File: config.mk
export PLATFORM = sky130hd
export DESIGN_NAME = top_score_table_core
export DESIGN_NICKNAME = d
export VERILOG_FILES = /design/src/rtl/tst_pkg.sv /design/src/rtl/tst_cell.sv /design/src/rtl/top_score_table_core.sv
export SDC_FILE = /design/constraint.sdc
export NUM_CORES = 1
export LEC_CHECK = 0
export BUFFER_PORTS_ARGS = -buffer_cell sky130_fd_sc_hd__clkbuf_2
export CAP_MARGIN = 20
export CELL_PAD_IN_SITES_DETAIL_PLACEMENT = 1
export CELL_PAD_IN_SITES_GLOBAL_PLACEMENT = 1
export CORE_MARGIN = 2
export CORE_UTILIZATION = 40
export DETAILED_ROUTE_END_ITERATION = 12
export PLACE_DENSITY = 0.77
export SYNTH_ARGS = -nofsm -noshare
export SYNTH_HDL_FRONTEND = slang
export SYNTH_SLANG_ARGS = --single-unit
export TNS_END_PERCENT = 1
File: constraint.sdc
create_clock -name clk -period 4.1 [get_ports clk]
set_clock_uncertainty 0.2 [all_clocks]
set_input_delay 0.82 -clock clk [delete_from_list [all_inputs] [get_ports clk]]
set_output_delay 0.82 -clock clk [all_outputs]
set_load 0.05 [all_outputs]
File: src/rtl/tst_pkg.sv
`default_nettype none
package tst_pkg;

  localparam int ENTRIES = 5;
  localparam int CNT_W   = $clog2(ENTRIES);
  localparam int CMP_W   = (CNT_W > 3) ? CNT_W : 3;

  localparam logic [31:0] CEILING_RESET = 32'd10000000;

  typedef enum logic [2:0] {
    FN_QUALIFY = 3'd0,
    FN_ENTER   = 3'd1,
    FN_SORT    = 3'd2,
    FN_READ    = 3'd3,
    FN_WRITE   = 3'd4
  } func_t;

  typedef enum logic [2:0] {
    ST_IDLE,
    ST_SCAN,
    ST_WB,
    ST_SORT,
    ST_DONE
  } state_t;

  typedef struct packed {
    logic [31:0] score;
    logic [31:0] tag;
  } entry_t;

  typedef struct packed {
    logic [2:0]  func;
    logic [31:0] score;
    logic [31:0] name_tag;
    logic [2:0]  slot;
  } in_t;

  typedef struct packed {
    logic [2:0]  rank;
    logic        entered;
    logic [2:0]  entered_slot;
    logic [31:0] slot_score;
    logic [31:0] slot_tag;
  } out_t;

  typedef struct packed {
    logic shift_en;
    logic sort_en;
  } cell_ctl_t;

endpackage
`default_nettype wire

File: src/rtl/tst_cell.sv
`default_nettype none
module tst_cell (
  input  logic              clk,
  input  logic              rst_n,
  input  tst_pkg::cell_ctl_t ctl,
  input  logic              lead_en,
  input  tst_pkg::entry_t   right_in,
  input  tst_pkg::entry_t   left_in,
  input  logic              left_swap,
  output tst_pkg::entry_t   ent,
  output logic              swap_right
);
  import tst_pkg::*;

  entry_t ent_r;
  entry_t ent_nxt;

  // lead of a pair swaps when the right entry is strictly larger
  assign swap_right = ctl.sort_en && lead_en && (ent_r.score < right_in.score);

  always_comb begin
    priority if (ctl.shift_en) begin
      ent_nxt = right_in;
    end else if (swap_right) begin
      ent_nxt = right_in;
    end else if (ctl.sort_en && left_swap) begin
      ent_nxt = left_in;
    end else begin
      ent_nxt = ent_r;
    end
  end

  always_ff @(posedge clk) begin
    if (!rst_n) begin
      ent_r <= '0;
    end else begin
      ent_r <= ent_nxt;
    end
  end

  assign ent = ent_r;

endmodule
`default_nettype wire

File: src/rtl/top_score_table_core.sv
`default_nettype none
// score table of ENTRIES entries, each a 32-bit score and a 32-bit tag,
// held in a row of cells that either rotate toward cell 0 or compare and
// exchange with their neighbor.
// input channel: in_valid/in_ready, one beat per operation (in_data.func
// selects qualify, enter, sort, read or write). every beat gives exactly
// one result beat on out_valid/out_ready.
// qualify, read and write: one rotation of the row, with the entry
// passing cell 0 checked or replaced, then a step to the output
// register. enter: one rotation to find the slot and, when a slot is
// found, a second rotation to write it. sort: ENTRIES rounds of odd-even
// neighbor exchange. unused selector codes go straight to the output
// register without touching the table. one operation is in work at a
// time; the next beat is taken once the finished result sits in the
// output register, even if the receiver has not yet taken it.
// when the receiver stalls with a result still held, the next result waits
// in the sequencer and no further beat is taken.
// cfg_we/cfg_wdata write the enter ceiling at once; reset sets it to
// 10000000 and clears all entries to zero score and zero tag.
module top_score_table_core (
  input  logic           clk,
  input  logic           rst_n,
  input  logic           in_valid,
  output logic           in_ready,
  input  tst_pkg::in_t   in_data,
  output logic           out_valid,
  input  logic           out_ready,
  output tst_pkg::out_t  out_data,
  input  logic           cfg_we,
  input  logic [31:0]    cfg_wdata
);
  import tst_pkg::*;

  state_t           state_r, state_nxt;
  logic [CNT_W-1:0] cnt_r, cnt_nxt;
  in_t              op_r;
  out_t             res_r, res_nxt;
  logic [31:0]      thr_r, thr_nxt;
  logic             found_r, found_nxt;
  logic [CNT_W-1:0] pos_r, pos_nxt;
  logic [31:0]      ceiling_r;
  logic             out_valid_r;
  out_t             out_data_r;

  cell_ctl_t        ctl;
  entry_t           feed;
  entry_t           head;
  entry_t           ent_vec [ENTRIES];
  logic [ENTRIES-1:0] swap_vec;
  logic [ENTRIES-1:0] lead_vec;
  logic [ENTRIES-1:0] ordered_vec;

  logic in_fire;
  logic last_cnt;
  logic out_free;
  logic slot_hit;
  logic pos_hit;
  logic cand;

  assign head     = ent_vec[0];
  assign in_ready = (state_r == ST_IDLE);
  assign in_fire  = in_valid && in_ready;
  assign last_cnt = (cnt_r == CNT_W'(ENTRIES - 1));
  assign out_free = !out_valid_r || out_ready;
  assign slot_hit = (CMP_W'(cnt_r) == CMP_W'(op_r.slot));
  assign pos_hit  = (cnt_r == pos_r);
  assign cand     = (head.score < thr_r);

  // cell row
  genvar k;
  generate
    for (k = 0; k < ENTRIES; k++) begin : g_cell
      entry_t right_w;
      entry_t left_w;
      logic   lswap_w;
      if (k == ENTRIES - 1) begin : g_tail
        assign right_w     = feed;
        assign lead_vec[k] = 1'b0;
      end else begin : g_mid
        assign right_w     = ent_vec[k+1];
        assign lead_vec[k] = ctl.sort_en && (1'(k % 2) == cnt_r[0]);
      end
      if (k == 0) begin : g_first
        assign left_w  = ent_vec[0];
        assign lswap_w = 1'b0;
        assign ordered_vec[k] = 1'b1;
      end else begin : g_rest
        assign left_w  = ent_vec[k-1];
        assign lswap_w = swap_vec[k-1];
        assign ordered_vec[k] = (ent_vec[k-1].score >= ent_vec[k].score);
      end
      tst_cell u_cell (
        .clk        (clk),
        .rst_n      (rst_n),
        .ctl        (ctl),
        .lead_en    (lead_vec[k]),
        .right_in   (right_w),
        .left_in    (left_w),
        .left_swap  (lswap_w),
        .ent        (ent_vec[k]),
        .swap_right (swap_vec[k])
      );
    end
  endgenerate

  // next state
  always_comb begin
    state_nxt = state_r;
    unique case (state_r)
      ST_IDLE: begin
        if (in_fire) begin
          unique case (in_data.func)
            FN_QUALIFY, FN_ENTER, FN_READ, FN_WRITE: state_nxt = ST_SCAN;
            FN_SORT: state_nxt = ST_SORT;
            default: state_nxt = ST_DONE;
          endcase
        end
      end
      ST_SCAN: begin
        if (last_cnt) begin
          if ((op_r.func == FN_ENTER) && (found_r || cand)) begin
            state_nxt = ST_WB;
          end else begin
            state_nxt = ST_DONE;
          end
        end
      end
      ST_WB: begin
        if (last_cnt) begin
          state_nxt = ST_DONE;
        end
      end
      ST_SORT: begin
        if (last_cnt) begin
          state_nxt = ST_DONE;
        end
      end
      ST_DONE: begin
        if (out_free) begin
          state_nxt = ST_IDLE;
        end
      end
      default: state_nxt = ST_IDLE;
    endcase
  end

  // row control and ring feed
  always_comb begin
    ctl.shift_en = 1'b0;
    ctl.sort_en  = 1'b0;
    feed         = head;
    unique case (state_r)
      ST_SCAN: begin
        ctl.shift_en = 1'b1;
        if ((op_r.func == FN_WRITE) && slot_hit) begin
          feed.score = op_r.score;
          feed.tag   = op_r.name_tag;
        end
      end
      ST_WB: begin
        ctl.shift_en = 1'b1;
        if (pos_hit) begin
          feed.score = op_r.score;
          feed.tag   = op_r.name_tag;
        end
      end
      ST_SORT: ctl.sort_en = 1'b1;
      ST_IDLE, ST_DONE: ;
      default: ;
    endcase
  end

  // scan bookkeeping
  always_comb begin
    res_nxt   = res_r;
    thr_nxt   = thr_r;
    found_nxt = found_r;
    pos_nxt   = pos_r;
    cnt_nxt   = cnt_r;
    if (in_fire) begin
      res_nxt   = '0;
      thr_nxt   = ceiling_r;
      found_nxt = 1'b0;
      pos_nxt   = '0;
      cnt_nxt   = '0;
    end else if ((state_r == ST_SCAN) || (state_r == ST_WB) || (state_r == ST_SORT)) begin
      cnt_nxt = last_cnt ? '0 : cnt_r + 1'b1;
      if (state_r == ST_SCAN) begin
        unique case (op_r.func)
          FN_QUALIFY: begin
            if (!found_r && (head.score < op_r.score)) begin
              found_nxt    = 1'b1;
              res_nxt.rank = 3'({1'b0, cnt_r} + 1'b1);
            end
          end
          FN_ENTER: begin
            if (cand) begin
              found_nxt            = 1'b1;
              thr_nxt              = head.score;
              pos_nxt              = cnt_r;
              res_nxt.entered      = 1'b1;
              res_nxt.entered_slot = 3'(cnt_r);
            end
          end
          FN_READ: begin
            if (slot_hit) begin
              res_nxt.slot_score = head.score;
              res_nxt.slot_tag   = head.tag;
            end
          end
          default: ;
        endcase
      end
    end
  end

  always_ff @(posedge clk) begin
    if (!rst_n) begin
      state_r     <= ST_IDLE;
      cnt_r       <= '0;
      found_r     <= 1'b0;
      ceiling_r   <= CEILING_RESET;
      out_valid_r <= 1'b0;
    end else begin
      state_r <= state_nxt;
      cnt_r   <= cnt_nxt;
      found_r <= found_nxt;
      if (cfg_we) begin
        ceiling_r <= cfg_wdata;
      end
      if ((state_r == ST_DONE) && out_free) begin
        out_valid_r <= 1'b1;
      end else if (out_ready) begin
        out_valid_r <= 1'b0;
      end
    end
  end

  always_ff @(posedge clk) begin
    if (in_fire) begin
      op_r <= in_data;
    end
    res_r <= res_nxt;
    thr_r <= thr_nxt;
    pos_r <= pos_nxt;
    if ((state_r == ST_DONE) && out_free) begin
      out_data_r <= res_r;
    end
  end

  assign out_valid = out_valid_r;
  assign out_data  = out_data_r;

  a_wb_needs_slot: assert property (@(posedge clk) disable iff (!rst_n)
    (state_r == ST_WB) |-> (found_r && (op_r.func == FN_ENTER)))
    else $error("write-back pass without a found slot");

  a_sorted_after_sort: assert property (@(posedge clk) disable iff (!rst_n)
    (state_r == ST_SORT) && last_cnt |=> (&ordered_vec))
    else $error("table not in descending order after sort");

  a_single_field: assert property (@(posedge clk) disable iff (!rst_n)
    (state_r == ST_DONE) && res_r.entered |-> (res_r.rank == 3'd0))
    else $error("enter result carries a rank");

  a_fire_leaves_idle: assert property (@(posedge clk) disable iff (!rst_n)
    in_fire |=> (state_r != ST_IDLE))
    else $error("accepted beat did not start work");

  a_no_lost_result: assert property (@(posedge clk) disable iff (!rst_n)
    out_valid_r && !out_ready && (state_r == ST_DONE) |=> (state_r == ST_DONE))
    else $error("result left the sequencer while output held");

endmodule
`default_nettype wire

==> flow_summary.toml <==
[drt]
wl_per_cell_um = 23.2
routed_wl_um = 94500
detail-route-antenna-nets = 0
drt_iter0_drc = 2015
drt_pre_antenna_iters = 8
drc = 0
vias_per_cell = 5.95
dr_total_vias = 24200

[final_layout]
finalNonFillerCells = 4069
seq_area_um2 = 13800
fin_area_um2 = 32900
fillerInstances = 7947
fin_nets = 3357
antennaDiodeCount = 0
multi_input_area_um2 = 13200
syn_to_final_growth_pct = 14.8
drive_gt1_share_pct = 12.1
final_core_util_pct = 46.2

[sta]
worst-slew-pin-transition_ps = 1110
relSlewSlack_pct = 26.2
hold_viol_final = 0
setup_tns_ps = 0
rsz0062_at_grt = "false"
slew_violations = 0
clock.fmax_mhz = 269
period_minus_slack_ps = 3720
worst_slack_ps = 380
min_period_over_period_pct = 90.7
final-setup-viol-count = 0

[place]
dp_hpwl_um = 60400
dp.cells = 3940
dp_worst_setup_slack_ps = 441
globalplace.congestion = 0.885
dpl_cell_area_um2 = 30600
port_buffers = 179

[synth]
yosys_most_used_dff = "dfxtp_1"
yosysWarnings = 0
synth-edff-count = 173
synthCells = 2955
ys_seq_elements = 604
synth.yosys.seq_area_share_pct = 48.3
synthTopCellsByArea = "dfxtp_1 (30%), edfxtp_1 (18%), ha_1 (8.2%)"
yosysTopAreaCell = "dfxtp_1"
ys_async_sr_fraction_pct = 0
yosysUniqueCellTypes = 68
synth.top_cell.area_share_pct = 30.1
syn-num-nets = 3250
synth_common_cells = "dfxtp_1 (431), nand2_1 (426), a21oi_1 (261)"
syn-cell-area_um2 = 28600
avgSynthCellArea_um2 = 9.69
yosysMostFrequentCell = "dfxtp_1"

[clock_tree]
cts_setup_buffers = 0
ctsHoldBuffers = 0
ctsResizeCount = 0
clkLatencyLatePin_ps = 620
cts.sinks = 604
htreeDepth = 3
clockRootBuffer = "clkbuf_16"
clock_path_buffers = 3
clkTransAtPathRegs_ps = 60
cts_tree = "yes"
cts_made_buffers = 69

[setup_path]
crit_path_end_kind = "register"
crit_arrival_ps = 4070
start_kind = "register"
required_ps = 4450
worst-setup-path-type = "register to register"
crit_fanout = 48

[floorplan]
rows = 98
start_util_pct = 40.2
die_h_um = 272
die_x_um = 272
die_area_um2 = 73800
fp.coreArea_um2 = 71200
io_pins = 180

[power_and_ir_drop]
powerDensity_nw_per_um2 = 461
leakage_nw = 12.7
peakVddDrop_mv = 0.343

[job]
max_cap_viol_count = 0

[global_route]
antenna_found_initial = 0
grt-ovfl-total = 0
grt_pass1_vias = 25800
grt_pass1_wl_um = 148000
grtUsageTotal_pct = 25.2
grt_max_degree = 158

[status]
status = "finished, final reports clean"

[min_path]
hold_class = "input pin to register"
==> where the power goes <==
part	internal, mW	total [mW]	switching [mW]	leakage, nW
Clock	3.62	6.22	2.60	1.09
Combinational	0.713	2.24	1.53	6.50
Sequential	6.47	6.71	0.241	5.14
==> sequential cells by signal, indices dropped and copies added, names as in the netlist <==
| name | count |
|---|---|
| res_r | 68 |
| out_valid | 1 |
| g_cell.u_cell.ent | 320 |
| op_r | 70 |
| ceiling_r | 32 |
| pos_r | 3 |
| cnt_r | 3 |
| found_r | 1 |
| state_r | 3 |
| thr_r | 32 |
| out_data | 71 |
==> per-layer routing <==
metal | vias up | wire [um] | GRT usage, %
li1 | 11000 | - | -
met4 | 0 | 2560 | 9.14
met2 | 775 | 44500 | 41.7
met3 | 176 | 5700 | 3.94
met5 | - | 0 | 0
met1 | 12200 | 41800 | 33.3
==> cells by family after synthesis <==
logic type,synth area share [%]
simple gates,12.9
compound gates,18.8
flops,48.3
buf+inv,5.86
fa+ha+maj,8.21
mux,5.73
xor+xnor,0.214
==> final cells by class <==
| cell class | instances | area share, % |
|---|---|---|
| multi-input combinational | 1939 | 40.2 |
| clock buffer | 92 | 5.83 |
| tap | 950 | 3.61 |
| timing repair buffer | 252 | 5.07 |
| clock inverter | 36 | 0.970 |
| sequential | 604 | 42.0 |
| inverter | 196 | 2.26 |
==> worst max-delay path: stages, from the launching register on <==
cell      delay [ps]
dfxtp_1          400
inv_1             80
ha_1             330
nand4_1          140
nor3_1           420
nand3_1          220
nand2b_1         190
o22a_2           220
a211oi_4         800
buf_12           380
a221o_1          220
==> cells in the final DEF, fill, tap and decap left out, drive strengths merged, types with 4 or more instances in the layout <==
cell / instances
a2111oi: 4
a211oi: 11
a21o: 29
a21oi: 262
a221o: 76
a222oi: 62
a32oi: 52
and3: 19
and4: 6
buf: 74
bufinv: 5
clkbuf: 270
clkinv: 26
dfxtp: 431
edfxtp: 173
ha: 188
inv: 199
mux2i: 164
nand2: 426
nand2b: 102
nand3: 85
nand4: 20
nor2: 110
nor2b: 7
nor3: 29
nor4: 5
o211ai: 67
o21a: 10
o21ai: 89
o221ai: 65
xor2: 7
==> worst paths after layout <==
check | startpoint | to | slack [ps] | cells after the start
setup reg to reg | g_cell[1].u_cell.ent[63]$_SDFFE_PN0P_ | g_cell[1].u_cell.ent[19]$_SDFFE_PN0P_ | 380 | 10
hold / removal | in_data[1] | op_r[1]$_DFFE_PP_ | 170 | 1
setup / recovery | g_cell[1].u_cell.ent[63]$_SDFFE_PN0P_ | g_cell[1].u_cell.ent[19]$_SDFFE_PN0P_ | 380 | 10
hold reg to reg | res_r[39]$_SDFFE_PP0P_ | out_data[39]$_DFFE_PP_ | 230 | 0
==> metrics by stage <==
stage,power (mW),hold WS (ps)
3_5_place_dp,9.03,218
2_1_floorplan,8.20,208
6_report,15.2,172
3_3_place_gp,8.93,216
4_1_cts,15.2,145
5_1_grt,15.7,162
No activity file was read; power rests on OpenSTA's default activity.
